--- src/hw/rtl/hecag_pkg.sv ---
package hecag_pkg;

   localparam int MAX_CELLS_DEF = 4096;
   localparam logic [31:0] NO_TIME = 32'hFFFF_FFFF;

   // register indexes on the csr port
   localparam logic [2:0] REG_BASE_ADDRESS  = 3'd0;
   localparam logic [2:0] REG_CELL_SIZE     = 3'd1;
   localparam logic [2:0] REG_CELLS_IN_USE  = 3'd2;
   localparam logic [2:0] REG_FREE_WINDOW   = 3'd3;
   localparam logic [2:0] REG_MALLOC_WINDOW = 3'd4;

   // request op codes
   localparam logic [1:0] OP_ALLOC = 2'd0;
   localparam logic [1:0] OP_FREE  = 2'd1;
   localparam logic [1:0] OP_QUERY = 2'd2;
   localparam logic [1:0] OP_CLEAR = 2'd3;

   // cell classes
   localparam logic [2:0] CLS_EMPTY    = 3'd0;
   localparam logic [2:0] CLS_OVERHEAD = 3'd1;
   localparam logic [2:0] CLS_LIVE     = 3'd2;
   localparam logic [2:0] CLS_MALLOC   = 3'd3;
   localparam logic [2:0] CLS_FREE     = 3'd4;

   typedef struct packed {
      logic [31:0] live_count;
      logic [63:0] used_bytes;
      logic [63:0] slack_bytes;
      logic [31:0] alloc_stamp;
      logic [31:0] free_stamp;
   } cell_type;

   localparam cell_type CELL_RESET = '{
      live_count: 32'd0, used_bytes: 64'd0, slack_bytes: 64'd0,
      alloc_stamp: NO_TIME, free_stamp: NO_TIME};

   typedef enum logic [4:0] {
      ST_IDLE   = 5'b00001,
      ST_MAP    = 5'b00010,
      ST_READ   = 5'b00100,
      ST_UPDATE = 5'b01000,
      ST_DONE   = 5'b10000
   } state_type;

   typedef enum logic [2:0] {
      MS_IDLE  = 3'b001,
      MS_CHECK = 3'b010,
      MS_DIV   = 3'b100
   } map_state_type;

   function automatic logic [63:0] sat_add64(input logic [63:0] a, input logic [63:0] b);
      logic [64:0] s;
      s = {1'b0, a} + {1'b0, b};
      return s[64] ? '1 : s[63:0];
   endfunction

   function automatic logic [63:0] floor_sub64(input logic [63:0] a, input logic [63:0] b);
      return (a >= b) ? (a - b) : 64'd0;
   endfunction

   function automatic logic [31:0] stamp_next(input logic [31:0] s, input logic [31:0] t);
      return (s == NO_TIME || t > s) ? t : s;
   endfunction

   function automatic logic [2:0] classify(input cell_type c, input logic [31:0] now,
                                           input logic [31:0] fwin,
                                           input logic [31:0] mwin);
      logic [2:0] cls;
      if (c.free_stamp != NO_TIME && (now - c.free_stamp) < fwin) begin
         cls = CLS_FREE;
      end else if (c.alloc_stamp != NO_TIME && (now - c.alloc_stamp) < mwin) begin
         cls = CLS_MALLOC;
      end else if (c.live_count != 32'd0) begin
         cls = CLS_LIVE;
      end else if (c.slack_bytes != 64'd0) begin
         cls = CLS_OVERHEAD;
      end else begin
         cls = CLS_EMPTY;
      end
      return cls;
   endfunction

endpackage

--- src/hw/rtl/hecag_addr_map.sv ---
// Address to cell index: range check via one multiply, then restoring
// division one quotient bit per cycle.
module hecag_addr_map #(
   parameter int MAX_CELLS = hecag_pkg::MAX_CELLS_DEF,
   parameter int IW = (MAX_CELLS > 1) ? $clog2(MAX_CELLS) : 1,
   parameter int CW = $clog2(MAX_CELLS + 1)
) (
   input  logic          clock,
   input  logic          reset,
   input  logic          start,
   input  logic [63:0]   address,
   input  logic [63:0]   base_address,
   input  logic [31:0]   cell_size,
   input  logic [CW-1:0] active_cells,
   output logic          done,
   output logic          hit,
   output logic [IW-1:0] index
);
   localparam int RW = 32 + IW;
   localparam int BW = (IW > 1) ? $clog2(IW) : 1;
   localparam int LW = 32 + CW;

   hecag_pkg::map_state_type state_ff, state_in;
   logic [63:0]   diff_ff;
   logic          below_ff;
   logic [LW-1:0] limit_ff;
   logic [RW-1:0] rem_ff;
   logic [IW-1:0] q_ff;
   logic [BW-1:0] bit_ff;
   logic          done_ff, hit_ff;
   logic          miss;
   logic          ge;
   logic [RW-1:0] trial;

   assign miss  = below_ff || (cell_size == 32'd0) || (diff_ff >= 64'(limit_ff));
   assign trial = RW'(cell_size) << bit_ff;
   assign ge    = (rem_ff >> bit_ff) >= RW'(cell_size);

   always_comb begin
      state_in = state_ff;
      unique case (state_ff)
         hecag_pkg::MS_IDLE:  if (start) state_in = hecag_pkg::MS_CHECK;
         hecag_pkg::MS_CHECK: state_in = miss ? hecag_pkg::MS_IDLE : hecag_pkg::MS_DIV;
         hecag_pkg::MS_DIV:   if (bit_ff == '0) state_in = hecag_pkg::MS_IDLE;
         default:             state_in = hecag_pkg::MS_IDLE;
      endcase
   end

   always_ff @(posedge clock) begin
      if (reset) begin
         state_ff <= hecag_pkg::MS_IDLE;
         done_ff  <= 1'b0;
         hit_ff   <= 1'b0;
      end else begin
         state_ff <= state_in;
         done_ff  <= 1'b0;
         if (state_ff == hecag_pkg::MS_CHECK && miss) begin
            done_ff <= 1'b1;
            hit_ff  <= 1'b0;
         end
         if (state_ff == hecag_pkg::MS_DIV && bit_ff == '0) begin
            done_ff <= 1'b1;
            hit_ff  <= 1'b1;
         end
      end
   end

   always_ff @(posedge clock) begin
      if (state_ff == hecag_pkg::MS_IDLE && start) begin
         below_ff <= address < base_address;
         diff_ff  <= address - base_address;
         limit_ff <= LW'(cell_size) * LW'(active_cells);
      end
      if (state_ff == hecag_pkg::MS_CHECK) begin
         rem_ff <= diff_ff[RW-1:0];   // fits once diff is below the limit
         q_ff   <= '0;
         bit_ff <= BW'(IW - 1);
      end
      if (state_ff == hecag_pkg::MS_DIV) begin
         if (ge) begin
            rem_ff <= rem_ff - trial;
         end
         q_ff[bit_ff] <= ge;
         bit_ff <= bit_ff - BW'(1);
      end
   end

   assign done  = done_ff;
   assign hit   = hit_ff;
   assign index = q_ff;

endmodule

--- config.mk ---
export PLATFORM = sky130hd
export DESIGN_NAME = hecag_addr_map
export DESIGN_NICKNAME = d
export VERILOG_FILES = /design/src/hw/rtl/hecag_pkg.sv /design/src/hw/rtl/hecag_addr_map.sv
export SDC_FILE = /design/constraint.sdc
export NUM_CORES = 2
export LEC_CHECK = 0
export BUFFER_PORTS_ARGS = -buffer_cell sky130_fd_sc_hd__buf_2
export CAP_MARGIN = 20
export CORE_ASPECT_RATIO = 1.1
export CORE_UTILIZATION = 50
export DETAILED_ROUTE_END_ITERATION = 10
export GPL_TIMING_DRIVEN = 0
export PLACE_DENSITY_LB_ADDON = 0.25
export SYNTH_ARGS = -nofsm -noshare
export SYNTH_HDL_FRONTEND = slang
export SYNTH_SLANG_ARGS = --single-unit
--- constraint.sdc ---
create_clock -name clock -period 6 [get_ports clock]
set_input_delay 0.3 -clock clock [delete_from_list [all_inputs] [get_ports clock]]
set_output_delay 0.3 -clock clock [all_outputs]
set_load 0.005 [all_outputs]
# Word level (Yosys, flattened, before mapping)
# Cells that the tools add are included.
# W data, S select, Z words.
# totals
reg_bits	175
inputBits	176
output_inout_bits	14
# op_classes
n_addsub	3
mul	1
magnitude_cmp	5
eq_ne	5
shifts	2
mux	18
reduce_logical	11
# op_table
op	n
$mux W44	3
$ge A64 B45 Y1	1
$lt A64 B64 Y1	1
$sub A64 B64 Y64	1
$mul A32 B13 Y45	1
$ge A44 B32 Y1	1
$shl A32 B4 Y44	1
$shr A44 B4 Y44	1
$sub A44 B44 Y44	1
$logic_not A32 Y1	1
$mux W12	2
$bwmux W12	1
$mux W3	3
$pmux W3 S3	1
$mux W4	2
$lt A4 B5 Y1 const B	1
$mux W1	5
$demux W1 S4	1
$ge A4 B1 Y1 const B	1
$logic_and A1 B1 Y1	4
$logic_not A4 Y1	1
$ne A2 B2 Y1 const B	2
$reduce_bool A2 Y1	2
$sub A4 B1 Y4 const B	1
5 further kinds	6

# Longest topological paths before layout
# logic_depth
ltp_word	6
mapped_depth	26

# Least setup slack after synthesis
# OpenSTA, ideal clock, no wires.
# synth_path
path_kind	input to register
start	input cell_size[11]
end	register limit_ff[42], data pin
setup_ns	0.259
arrival_ns	5.945
required_time_ns	5.741
setup_slack_ns	-0.204
path_stages	24
path_cell_list	clkbuf_1 -> clkbuf_1 -> nand2_1 -> fa_1 -> inv_1 -> fa_1 -> fa_1 -> fa_1 -> inv_1 -> fa_1 -> inv_1 -> ha_1 -> clkbuf_1 -> nand4_1 -> nor2_1 -> and4_1 -> nor2b_1 -> a311oi_2 -> a21oi_1 -> o2111ai_1 -> and2_1 -> o311ai_1 -> a31oi_1 -> xnor2_1
# synth_via
elab_chain_len	1
# synth_rtl
element	line_no	source
start: declaration	hecag_addr_map.sv:13	input logic [31:0] cell_size,
$mul A32 B13 Y45	hecag_addr_map.sv:72	limit_ff <= LW'(cell_size) * LW'(active_cells);
end signal: assignment	hecag_addr_map.sv:72	
end: declaration	hecag_addr_map.sv:26	logic [LW-1:0] limit_ff;
# No other way between the ends.
# A chain may end at the register's enable or synchronous reset.

# Worst setup path after layout
# layout_path
start	input active_cells[3]
end	register limit_ff[43], data pin
# layout_via
elab_chain_len	1
# layout_rtl
element	line_no	source
start: declaration	hecag_addr_map.sv:14	input logic [CW-1:0] active_cells,
$mul A32 B13 Y45	hecag_addr_map.sv:72	
# No other way between the ends.

==> flow_metrics.env <==
export IMPL_status="finished, final reports clean"
export IMPL_peakVddDrop_mv=0.614
export IMPL_grt_first_pass_wirelength_um=152000
export IMPL_cts_root_buf="clkbuf_16"
export IMPL_crit_path_max_incr_delay_ns=0.58
export IMPL_avgRoutedWirePerCell_um=22.4
export IMPL_dr_pass1_iters=5
export IMPL_design_area_um2=33400
export IMPL_fin_ws_ns=0.102
export IMPL_ys_types=80
export IMPL_dpl_hpwl_um=82600
export IMPL_worstHoldPathType="primary input to flop"
export IMPL_synth_top_cell_by_area="fa_1"
export IMPL_drtIter0Drc=2086
export IMPL_reg2regPathDepth=19
export IMPL_reg2reg_to="rem_ff[31]$_DFF_P_"
export IMPL_cp_arrival_ns=6.10
export IMPL_track_usage_pct=33.1
export IMPL_htree_levels=4
export IMPL_start_util_pct=50.6
export IMPL_hold_start="reset"
export IMPL_hold_violations=0
export IMPL_clk_path_buf_depth=2
export IMPL_place_ws_ns=-1.40
export IMPL_path_buf_inv=7
export IMPL_drt_wl_total_um=101000
export IMPL_synth_ff_latch_count=175
export IMPL_slowest_stage="fa_2"
export IMPL_power_leakage_nw=16.2
export IMPL_slew_headroom_pct=37.1
export IMPL_rows=94
export IMPL_port_buffers=170
export IMPL_cp_start_kind="primary input"
export IMPL_r2r_start="bit_ff[0]$_SDFFCE_PN1P_"
export IMPL_fin_crit_ns=5.90
export IMPL_final_cell_mix="inv_1, nand2_1, fa_1"
export IMPL_stdcell_count=4508
export IMPL_grt_start_max_net_pins=73
export IMPL_syn_cell_area_um2=30300
export IMPL_cts_sinks=175
export IMPL_die_h_um=260
export IMPL_end_kind="flop"
export IMPL_grt_pass1_vias=26300
export IMPL_critPathRequiredTime_ns=6.20
export IMPL_synth_edf_count=114
export IMPL_clock_latency_ns=0.45
export IMPL_antenna_found_initial=3
export IMPL_path_depth=24
export IMPL_clock_skew_ns=0.0144
export IMPL_tritoncts="built"
export IMPL_ant_nets=0
export IMPL_regToRegSetupSlack_ns=0.32
export IMPL_fp_dieW_um=237
export IMPL_syn_nets=4326
export IMPL_drcViolationCount=0
export IMPL_crit_path_cell_trace="buf_4 > buf_8 > buf_6 > and2_1 > fa_1 > inv_1 > fa_1 > inv_1 > fa_1 > fa_1 > inv_1 > fa_2 > inv_1 > ha_4 > a211oi_2 > o211ai_1 > a211o_1 > a211o_1 > a21oi_2 > o31a_1 > a21oi_4 > or2_1 > a221oi_2 > xnor2_1"
export IMPL_drv_slew=0
export IMPL_diodes=0
export IMPL_critPathTopFamily="adder cells"
export IMPL_yosys_warnings=0
export IMPL_synth_cells=3540
export IMPL_area_growth_pct=10.5
export IMPL_crit_path_max_fanout=6
export IMPL_dp_cells=4479
export IMPL_grt_ovfl_total=0
export IMPL_dieArea_um2=61500
export IMPL_setup_tns_ns=0
export IMPL_ys_flop_type="edfxtp_1"
export IMPL_synth_top_area_share_pct=22.0
export IMPL_drive_gt1_share_pct=11.7
export IMPL_fin_crit_sh_pct=98.3
export IMPL_setup_violations=0
export IMPL_clk_pin_slew_ns=0.07
export IMPL_numCtsBuffers=17
export IMPL_final_common_cell="inv_1"
export IMPL_rsz0062_at_grt="yes"
export IMPL_via_per_inst=5.86
export IMPL_synth_area_per_cell_um2=8.55
export IMPL_synth_area_leaders="fa_1, ha_1, edfxtp_1"
export IMPL_tightest_slew_ns=0.931
export IMPL_min_to="state_ff[1]$_SDFFE_PP0P_"
export IMPL_final_nets=4514
export IMPL_whs_path_depth=2
export IMPL_seq_area_frac_synth_pct=15.3
export IMPL_ys_async_sr_fraction_pct=0
export IMPL_maxCapViolCount=0
export IMPL_placed_area_um2=32100
export IMPL_p_per_area_nw_per_um2=521
export IMPL_power_total_w=0.0174
export IMPL_vias=26400
export IMPL_gp_congestion=1.07
export IMPL_timing_fmax_ghz=0.170
export IMPL_critPathKind="primary input to flop"
export IMPL_core_area_um2=59900
export IMPL_top_level_ports=190
[worst register-to-register path: stages, from the launching register on]
cell	delay, ns
edfxtp_1	0.43
buf_2	0.22
clkinv_1	0.16
buf_1	0.52
clkbuf_2	0.46
mux2i_1	0.40
mux2i_1	0.17
or2_2	0.33
ha_1	0.38
and3_1	0.23
a221oi_1	0.30
o211ai_1	0.18
o2111a_1	0.25
o211ai_1	0.29
a21boi_0	0.21
o2111ai_1	0.23
nand3b_1	0.17
a311oi_1	0.35
xor2_1	0.19
a21oi_1	0.08
[synthesized netlist by cell type, drive strengths merged, types with 7 or more instances]
| master | count |
|---|---|
| o31ai | 9 |
| fa | 332 |
| ha | 278 |
| or2 | 8 |
| xnor2 | 94 |
| clkbuf | 147 |
| o21ai | 159 |
| a211oi | 33 |
| nand2b | 25 |
| nand2 | 448 |
| and4 | 9 |
| edfxtp | 114 |
| a21o | 120 |
| nor2 | 118 |
| nand3 | 44 |
| o211ai | 10 |
| nand4 | 39 |
| nor4 | 13 |
| nor2b | 37 |
| xor2 | 40 |
| a221oi | 7 |
| mux4 | 55 |
| nor3 | 28 |
| inv | 599 |
| a31oi | 19 |
| a21boi | 8 |
| and3 | 13 |
| a21oi | 208 |
| buf | 29 |
| and2 | 216 |
| dfxtp | 61 |
| o21a | 21 |
| o21bai | 20 |
| o31a | 9 |
| mux2i | 80 |
[report_power, final]
| group | switching [W] | internal, W | leakage [nW] |
|---|---|---|---|
| clock network | 0.000498 | 0.000662 | 0.290 |
| logic | 0.00780 | 0.00584 | 14.3 |
| registers | 0.000470 | 0.00216 | 1.59 |
[worst max-delay path by stage]
stage | start | to
finish | active_cells[3] | limit_ff[43]$_DFFE_PP_
global route | active_cells[1] | limit_ff[43]$_DFFE_PP_
CTS | active_cells[5] | limit_ff[44]$_DFFE_PP_
detailed placement | cell_size[0] | limit_ff[44]$_DFFE_PP_
global placement | cell_size[0] | limit_ff[44]$_DFFE_PP_
floorplan | cell_size[11] | limit_ff[42]$_DFFE_PP_
[logic make-up (layout without fill, tap and decap cells)]
family / Yosys count / count (layout) / synth area share, %
simple gates: 1014 / 1014 / 16.1
buf+inv: 776 / 976 / 9.68
compound gates: 690 / 690 / 14.6
fa+ha+maj: 610 / 610 / 33.5
flops: 175 / 175 / 15.3
mux: 141 / 141 / 6.96
xor+xnor: 134 / 134 / 3.88
[registers in the layout (all words and copies together), names as in the netlist]
name	flops
diff_ff	64
limit_ff	45
rem_ff	44
index	12
bit_ff	4
state_ff	3
below_ff	1
done	1
hit	1
[metrics by stage]
step / hold slack [ns] / util [%]
6_report: 0.0891 / 55.9
3_3_place_gp: 0.449 / 53.6
3_5_place_dp: 0.456 / 53.7
2_1_floorplan: 0.369 / -
4_1_cts: 0.0695 / 55.3
5_1_grt: 0.0748 / 55.9
[what timing repair did]
action,CTS,global route
hold buffers,0,0
endpoints found under the setup margin,40,54
buffers inserted,3,6
pin swaps,8,33
gates cloned,0,0
resized for setup,142,150
[final cells by class]
class,instances,area [um2]
Fill cell,5585,26400
Multi-Input combinational cell,2589,22900
Sequential cell,175,4640
Inverter,600,2250
Buffer,165,1080
Timing Repair Buffer,180,962
Tap cell,768,961
Clock buffer,18,429
Clock inverter,13,180
[layer usage]
metal  share of wire (%)  track usage (%)  wire length (um)  vias up
li1                    -                -                 -    12100
met1                  37             38.9             37300    12800
met2                  47             54.3             46900     1219
met3                 8.4             6.87              8500      352
met4                 8.0             23.0              8040        4
met5               0.026                0                26        -
Power figures use the tool's default switching activity.
